==> config.mk <==
export PLATFORM = sky130hd
export DESIGN_NAME = cooperative_task_scheduler
export DESIGN_NICKNAME = d
export VERILOG_FILES = /design/src/hdl/csched_pkg.sv /design/src/hdl/csched_slot_unit.sv /design/src/hdl/cooperative_task_scheduler.sv
export SDC_FILE = /design/constraint.sdc
export NUM_CORES = 2
export LEC_CHECK = 0
export BUFFER_PORTS_ARGS = -buffer_cell sky130_fd_sc_hd__buf_2
export CAP_MARGIN = 20
export CORE_MARGIN = 2
export CORE_UTILIZATION = 55
export DETAILED_ROUTE_END_ITERATION = 10
export GPL_TIMING_DRIVEN = 0
export HOLD_SLACK_MARGIN = 0.1
export PLACE_DENSITY = 0.74
export SETUP_SLACK_MARGIN = 0.15
export SLEW_MARGIN = 0
export SYNTH_ARGS = -nofsm -noshare
export SYNTH_HDL_FRONTEND = slang
export SYNTH_SLANG_ARGS = --single-unit
export TNS_END_PERCENT = 5
==> constraint.sdc <==
create_clock -name clk -period 6.3 [get_ports clk]
set_clock_uncertainty 0.05 [all_clocks]
set_input_delay 0.63 -clock clk [delete_from_list [all_inputs] [get_ports clk]]
set_output_delay 0.63 -clock clk [all_outputs]
set_load 0.05 [all_outputs]
==> src/hdl/csched_pkg.sv <==
// ---------------------------------------------------------------------------
// csched_pkg
// Shared types and constants for the cooperative task scheduler: command and
// result codes, the slot record, the sequencer states and the slot unit result.
// ---------------------------------------------------------------------------
package csched_pkg;

	// default table depth
	localparam int unsigned MaxTasksDefault = 16;

	// field widths fixed by the stream format
	localparam int unsigned HandleW  = 16;
	localparam int unsigned DelayW   = 32;
	localparam int unsigned PendingW = 8;
	localparam int unsigned SlotW    = 4;

	// command codes carried on the input tuser
	typedef enum logic [1:0] {
		CMD_TICK     = 2'd0,
		CMD_ADD      = 2'd1,
		CMD_DISPATCH = 2'd2,
		CMD_CLEAR    = 2'd3
	} cmd_t;

	// result kinds carried on the output tuser
	typedef enum logic [1:0] {
		KIND_ADD = 2'd0,
		KIND_RUN = 2'd1,
		KIND_END = 2'd2
	} kind_t;

	// one task slot as held in the table
	typedef struct packed {
		logic [HandleW-1:0]  handle;
		logic [DelayW-1:0]   delay;
		logic [DelayW-1:0]   period;
		logic [PendingW-1:0] pending;
	} slot_t;

	// what the slot unit decides for the slot under the walk
	typedef struct packed {
		logic  wr_en;
		logic  emit;
		slot_t nxt;
	} slot_upd_t;

	// sequencer states, one-hot
	typedef enum logic [3:0] {
		ST_IDLE = 4'b0001,
		ST_ADD  = 4'b0010,
		ST_WALK = 4'b0100,
		ST_END  = 4'b1000
	} state_t;

endpackage

==> src/hdl/csched_slot_unit.sv <==
// ---------------------------------------------------------------------------
// csched_slot_unit
// Shared update unit used once per slot during a tick or dispatch walk:
// delay countdown and reload, pending count update and one-shot release.
// ---------------------------------------------------------------------------
module csched_slot_unit
	import csched_pkg::*;
(
	input  logic      is_dispatch,
	input  slot_t     cur,
	output slot_upd_t upd
);

	logic delay_zero;
	logic period_zero;
	logic pending_zero;
	logic pending_full;

	assign delay_zero   = (cur.delay == '0);
	assign period_zero  = (cur.period == '0);
	assign pending_zero = (cur.pending == '0);
	assign pending_full = (cur.pending == '1);

	// per-slot update for the current walk
	always_comb begin
		upd     = '0;
		upd.nxt = cur;
		if (is_dispatch) begin
			upd.wr_en = !pending_zero;
			upd.emit  = !pending_zero;
			if (period_zero) begin
				// one-shot task leaves the table after its run
				upd.nxt = '0;
			end else begin
				upd.nxt.pending = cur.pending - PendingW'(1);
			end
		end else begin
			// empty handle slots are never ticked
			upd.wr_en = (cur.handle != '0);
			if (delay_zero) begin
				if (!pending_full) begin
					upd.nxt.pending = cur.pending + PendingW'(1);
				end
				if (!period_zero) begin
					upd.nxt.delay = cur.period;
				end
			end else begin
				upd.nxt.delay = cur.delay - DelayW'(1);
			end
		end
	end

endmodule

==> src/hdl/cooperative_task_scheduler.sv <==
// ---------------------------------------------------------------------------
// cooperative_task_scheduler
// Time-triggered cooperative scheduler over a fixed table of task slots.
//
// Input stream: s_tuser carries the command (tick, add, dispatch, clear),
// s_tdata the add arguments. Output stream: m_tuser carries the result kind,
// m_tdata the add flag, slot and handle, m_tlast marks the final result of
// a command.
// Clear returns nothing; add returns one response. Tick and dispatch walk the
// used slots one per cycle, while the output is not stalled, through the
// shared slot unit and table read port; a dispatch then adds one closing
// result. One command is worked at a time; s_tready is low while it runs.
// A finished result waits in the output register; while the receiver stalls
// the walk halts on the slot that wants to emit and resumes when taken.
// Reset empties the table (used count zero) and drops any pending result;
// slot contents need no clearing since only added slots are ever read.
// ---------------------------------------------------------------------------
module cooperative_task_scheduler
	import csched_pkg::*;
#(
	parameter int unsigned MAX_TASKS = MaxTasksDefault
)(
	input  logic        clk,
	input  logic        arst_n,
	// input stream
	input  logic        s_tvalid,
	output logic        s_tready,
	input  logic [79:0] s_tdata,   // task_handle[15:0], first_delay[47:16], repeat_period[79:48]
	input  logic [1:0]  s_tuser,   // cmd[1:0]
	// output stream
	output logic        m_tvalid,
	input  logic        m_tready,
	output logic [23:0] m_tdata,   // accepted[0], slot[4:1], run_handle[20:5], zero[23:21]
	output logic [1:0]  m_tuser,   // kind[1:0]
	output logic        m_tlast
);

	localparam int unsigned IW = (MAX_TASKS > 1) ? $clog2(MAX_TASKS) : 1;
	localparam int unsigned CW = $clog2(MAX_TASKS + 1);

	state_t             state_q;
	cmd_t               cmd_q;
	slot_t              new_slot_q;
	logic [CW-1:0]      used_q;
	logic [CW-1:0]      walk_q;
	logic [CW-1:0]      walk_inc;
	slot_t              slot_mem_q [MAX_TASKS];
	slot_t              rd_slot_q;

	logic               out_valid_q;
	kind_t              out_kind_q;
	logic               out_acc_q;
	logic [SlotW-1:0]   out_slot_q;
	logic [HandleW-1:0] out_handle_q;
	logic               out_last_q;

	logic               in_xact;
	logic               out_free;
	logic               table_full;
	logic               walk_adv;
	logic               walk_done;
	slot_upd_t          upd;

	logic               mem_we;
	logic [IW-1:0]      mem_waddr;
	slot_t              mem_wdata;
	logic [IW-1:0]      mem_raddr;

	logic               out_load;
	kind_t              out_kind_d;
	logic               out_acc_d;
	logic [SlotW-1:0]   out_slot_d;
	logic [HandleW-1:0] out_handle_d;
	logic               out_last_d;
	logic [IW+SlotW-1:0] used_ext;
	logic [IW+SlotW-1:0] walk_ext;

	assign s_tready   = (state_q == ST_IDLE);
	assign in_xact    = s_tvalid && s_tready;
	assign out_free   = !out_valid_q || m_tready;
	assign table_full = (used_q >= CW'(MAX_TASKS));
	assign walk_inc   = walk_q + CW'(1);
	assign walk_done  = (walk_inc == used_q);
	assign used_ext   = {{SlotW{1'b0}}, used_q[IW-1:0]};
	assign walk_ext   = {{SlotW{1'b0}}, walk_q[IW-1:0]};

	// shared per-slot update unit
	csched_slot_unit u_slot_unit (
		.is_dispatch (cmd_q == CMD_DISPATCH),
		.cur         (rd_slot_q),
		.upd         (upd)
	);

	// walk halts while an emitting slot meets a full output register
	assign walk_adv = !(upd.emit && !out_free);

	// table write and read addressing
	always_comb begin
		mem_we    = 1'b0;
		mem_waddr = used_q[IW-1:0];
		mem_wdata = new_slot_q;
		mem_raddr = '0;
		unique case (state_q)
			ST_ADD: begin
				mem_we = out_free && !table_full;
			end
			ST_WALK: begin
				mem_waddr = walk_q[IW-1:0];
				mem_wdata = upd.nxt;
				mem_we    = walk_adv && upd.wr_en;
				mem_raddr = walk_adv ? walk_inc[IW-1:0] : walk_q[IW-1:0];
			end
			ST_IDLE, ST_END: begin
				mem_raddr = '0;
			end
			default: begin
				mem_raddr = '0;
			end
		endcase
	end

	// slot table with registered read
	always_ff @(posedge clk) begin
		if (mem_we) begin
			slot_mem_q[mem_waddr] <= mem_wdata;
		end
		rd_slot_q <= slot_mem_q[mem_raddr];
	end

	// result selection
	always_comb begin
		out_load     = 1'b0;
		out_kind_d   = KIND_ADD;
		out_acc_d    = 1'b0;
		out_slot_d   = '0;
		out_handle_d = '0;
		out_last_d   = 1'b1;
		unique case (state_q)
			ST_ADD: begin
				out_load   = out_free;
				out_acc_d  = !table_full;
				out_slot_d = table_full ? '0 : used_ext[SlotW-1:0];
			end
			ST_WALK: begin
				out_load     = upd.emit && out_free;
				out_kind_d   = KIND_RUN;
				out_slot_d   = walk_ext[SlotW-1:0];
				out_handle_d = rd_slot_q.handle;
				out_last_d   = 1'b0;
			end
			ST_END: begin
				out_load   = out_free;
				out_kind_d = KIND_END;
			end
			ST_IDLE: begin
				out_load = 1'b0;
			end
			default: begin
				out_load = 1'b0;
			end
		endcase
	end

	// input capture
	always_ff @(posedge clk) begin
		if (in_xact) begin
			new_slot_q.handle  <= s_tdata[15:0];
			new_slot_q.delay   <= s_tdata[47:16];
			new_slot_q.period  <= s_tdata[79:48];
			new_slot_q.pending <= '0;
		end
	end

	// sequencer
	always_ff @(posedge clk or negedge arst_n) begin
		if (!arst_n) begin
			state_q <= ST_IDLE;
			cmd_q   <= CMD_TICK;
			used_q  <= '0;
			walk_q  <= '0;
		end else begin
			unique case (state_q)
				ST_IDLE: begin
					if (in_xact) begin
						cmd_q  <= cmd_t'(s_tuser);
						walk_q <= '0;
						unique case (cmd_t'(s_tuser))
							CMD_ADD: begin
								state_q <= ST_ADD;
							end
							CMD_CLEAR: begin
								used_q <= '0;
							end
							CMD_TICK: begin
								if (used_q != '0) begin
									state_q <= ST_WALK;
								end
							end
							CMD_DISPATCH: begin
								state_q <= (used_q != '0) ? ST_WALK : ST_END;
							end
							default: begin
								state_q <= ST_IDLE;
							end
						endcase
					end
				end
				ST_ADD: begin
					if (out_free) begin
						if (!table_full) begin
							used_q <= used_q + CW'(1);
						end
						state_q <= ST_IDLE;
					end
				end
				ST_WALK: begin
					if (walk_adv) begin
						walk_q <= walk_inc;
						if (walk_done) begin
							state_q <= (cmd_q == CMD_DISPATCH) ? ST_END : ST_IDLE;
						end
					end
				end
				ST_END: begin
					if (out_free) begin
						state_q <= ST_IDLE;
					end
				end
				default: begin
					state_q <= ST_IDLE;
				end
			endcase
		end
	end

	// output register valid
	always_ff @(posedge clk or negedge arst_n) begin
		if (!arst_n) begin
			out_valid_q <= 1'b0;
		end else if (out_load) begin
			out_valid_q <= 1'b1;
		end else if (m_tready) begin
			out_valid_q <= 1'b0;
		end
	end

	// output register payload
	always_ff @(posedge clk) begin
		if (out_load) begin
			out_kind_q   <= out_kind_d;
			out_acc_q    <= out_acc_d;
			out_slot_q   <= out_slot_d;
			out_handle_q <= out_handle_d;
			out_last_q   <= out_last_d;
		end
	end

	assign m_tvalid = out_valid_q;
	assign m_tdata  = {3'b000, out_handle_q, out_slot_q, out_acc_q};
	assign m_tuser  = out_kind_q;
	assign m_tlast  = out_last_q;

endmodule

==> results.md <==
- Status: finished clean
- CTS H-tree lvls: 4
- DIE HEIGHT: 341 um
- Largest family of logic cells by synthesized area: compound AO/OA/AOI/OAI gates
- Initial antenna violation count: 7
- Fmax: 210 MHz
- WS Path Type: reg -> reg
- Via count of the first global-routing pass: 38073
- RSZ-0062 raised after global routing: no
- Max-cap violations: 0
- Initial DRC Count: 6441
- Top_reg_cell synth: edfxtp_1
- Hold Fails Final Rpt: 0
- Detail Route Antenna Nets: 0
- Final #Nets: 4501
- Share of layout cells above drive strength 1: 0.132
- Resized Gates After CTS: 0
- Post-synth EDFFs: 1512
- GRT Util Overall: 0.315
- Max-slew violations: 0
- # clock sinks: 1617
- VDD IR max: 294 uV
- FP Rows: 123
- FILL cells: 7640
- Worst Path Arrival: 5.16 ns
- Asr flop ratio synth: 0.0105
- Via Count: 39854
- Path category of the worst min-delay check: in -> reg
- Synth Area in Adders: 0.00201
- Commonest non-fill, non-tap cell in the layout: edfxtp_1
- Reg2reg path depth: 11
- Static leakage: 24.0 nW
- Area occupied by registers: around 0.048 mm^2
- Synth unique cells: 75
- Slew @ Worst Pin: 1.23 ns
- I/O Pins: about 120
- Mapped Cells: 3959
- Largest cells by area after synthesis: edfxtp_1 73%, mux2i_1 5.7%, a21oi_1 3.1%
- Avg Cell Area, Syn: 15.7 um^2
- Final worst-path cycle share: 0.757
- Final Util: 0.645
- WHS Path Cells: 3
- Detailed Place HPWL: 120 mm
- Gr ovfl total: 0
- Die width: 341 um
- Synth Area in XOR/XNOR: 0.00281
- Antenna Cells: 0
- FF-to-FF Start: state_q[3]$_DFFE_PN0P_
- Post-synthesis mux area share: 0.0579
- Slew margin rel.: 0.180
- Via density per instance: around 6.6
- WL final: about 180 mm
- Layout Cell Area excl Fill: roughly 0.073 mm^2
- Initial Utilization: 0.554
- Yosys warning count: 0
- Compound-gate portion of the synthesized area: 0.0954
- Total CTS buffers: 160
- Hold worst-path end: cmd_q[1]$_DFFE_PN0P_
- Worst-path fanout max: 21
- Tmin final: 4.77 ns
- Placed instance area: 0.0664 mm^2
- DRC viols: 0
- Longest Clk Path Bufs: 3
- Synth top area share: 0.728
- PwrDens: 392 mW/mm^2
- CTS tree: done
- Multi-input gate area: 0.0136 mm^2
- Final Hold Slack: 0.215 ns
- Area Growth Syn to Fin: 16.3%
- Startpoint Class: flip-flop
- RR Endpoint: slot_mem_q[10][34]$_DFFE_PP_
- Finished Layout Cells: 6040
- Final setup violation count: 0
- Global-route wire length before repair: 263 mm
- Cells after DPL: 5650
- Worst Setup End Kind: flip-flop
- HP Start: s_tuser[1]
- IO Port Bufs: 111
- Post-Synth Simple-Gate Area: 0.0580
- Die area: 0.116 mm^2
- Most frequent cells in the layout: 1512 x edfxtp_1, 443 x nand2_1, 383 x a21oi_1
- FF+latch count, synth: 1617
- WP data required: approximately 6.7 ns
- Largest net degree at the start of global routing: 44
- Core area: 0.112 mm^2
- Worst-Skew Late Latency: 0.78 ns
- Clock Root Buffer: clkbuf_16
- GP Congestion: 0.961
- Clock Pin Slew Worst Setup and Hold Paths: 0.06 ns
- Sequential share of the synthesized area: 0.763
- TritonRoute pass-1 iters: 9
- R2R Setup Slk: approximately 1.5 ns
- WL per Instance: 30.6 um
- Most area-hungry cell type in the Yosys netlist: edfxtp_1
- Synthesized cell area: 0.0623 mm^2
-- worst max-delay path by stage --
stage	from	to	depth (start not counted)
finish	state_q[3]$_DFFE_PN0P_	slot_mem_q[10][34]$_DFFE_PP_	11
global route	state_q[3]$_DFFE_PN0P_	slot_mem_q[10][34]$_DFFE_PP_	11
CTS	state_q[3]$_DFFE_PN0P_	slot_mem_q[8][30]$_DFFE_PP_	11
detailed placement	state_q[3]$_DFFE_PN0P_	slot_mem_q[8][30]$_DFFE_PP_	11
global placement	state_q[3]$_DFFE_PN0P_	slot_mem_q[9][30]$_DFFE_PP_	8
floorplan	state_q[3]$_DFFE_PN0P_	slot_mem_q[12][0]$_DFFE_PP_	8
-- flip-flops by register name, summed over array words and instances (netlist names), 4 cells and up --
register,flops
out_handle_q,16
walk_q,5
slot_mem_q,1408
used_q,5
new_slot_q,80
state_q,4
rd_slot_q,88
out_slot_q,4
-- cells by family (layout without fill, tap and decap cells) --
group,count (synthesis),after routing
other,1,3
adders and majority gates,10,10
DFF,1617,1617
and+or+nand+nor,755,755
xor gates and xnor gates,20,20
buffers and inverters,279,858
AOI/OAI and AO/OA,917,917
muxes,360,360
-- power breakdown --
group | leakage (nW) | internal [mW] | switching (mW) | total [mW]
registers | 14.6 | 13.5 | 0.602 | 14.1
logic | 6.83 | 1.23 | 3.64 | 4.87
clock network | 2.54 | 5.47 | 3.98 | 9.46
-- critical path: stages, from the launching register on --
cell     delay [ns]
dfrtp_1        0.42
nor4b_2        0.62
buf_2          0.36
nand2_1        0.16
a31oi_1        0.55
nor2_1         0.09
o21ai_0        0.34
o21ai_0        0.30
buf_2          0.26
nor2_4         0.70
buf_12         0.30
buf_12         0.23
-- per-stage QoR --
step	total power, mW	setup WS (ns)	setup TNS (ns)
after detailed placement	18.9	1.50	0
after floorplan	16.7	-0.0460	-40.55
after global routing	29.2	1.37	0
after CTS	28.3	1.48	0
final	28.4	1.53	0
after global placement	18.7	-5.39	-6750.74
-- cell usage after synthesis (all sizes together), types with 9 or more instances --
master     n
nor2      65
nand4     10
clkbuf   125
a31oi     12
xor2      14
a22oi     10
or4       93
and2      20
o22ai    177
or3        9
ha        10
a211oi    14
inv       13
edfxtp  1512
mux2i    355
buf      141
a21oi    384
a221o     11
dfrtp     16
nor3      28
o21ai     50
dfxtp     88
nor4      29
a22o      45
nand2    443
nand3     20
a221oi   176
-- routing by layer --
metal  wire length [um]  track usage  share of wire  up-vias
met1              68600        0.435           0.37    19909
met4               9060        0.146          0.049        8
met2              83100        0.477           0.45     2854
li1                   -            -              -    16601
met5                 43            0        0.00023        -
met3              23800       0.0792           0.13      482
-- layout make-up --
type                       count  share of cell area
buffer                       266              0.0168
inverter                      13            0.000707
multi-input combinational   2065               0.188
clock inverter                72              0.0101
timing repair buffer         282              0.0405
clock buffer                 225              0.0618
sequential                  1617               0.656
tap                         1500              0.0259
-- what timing repair did --
item                                   CTS  global route
buffers inserted                         0             0
hold buffers                            81             0
endpoints found under the hold margin   97             0
Note: power is estimated with default switching activity, not from simulation.
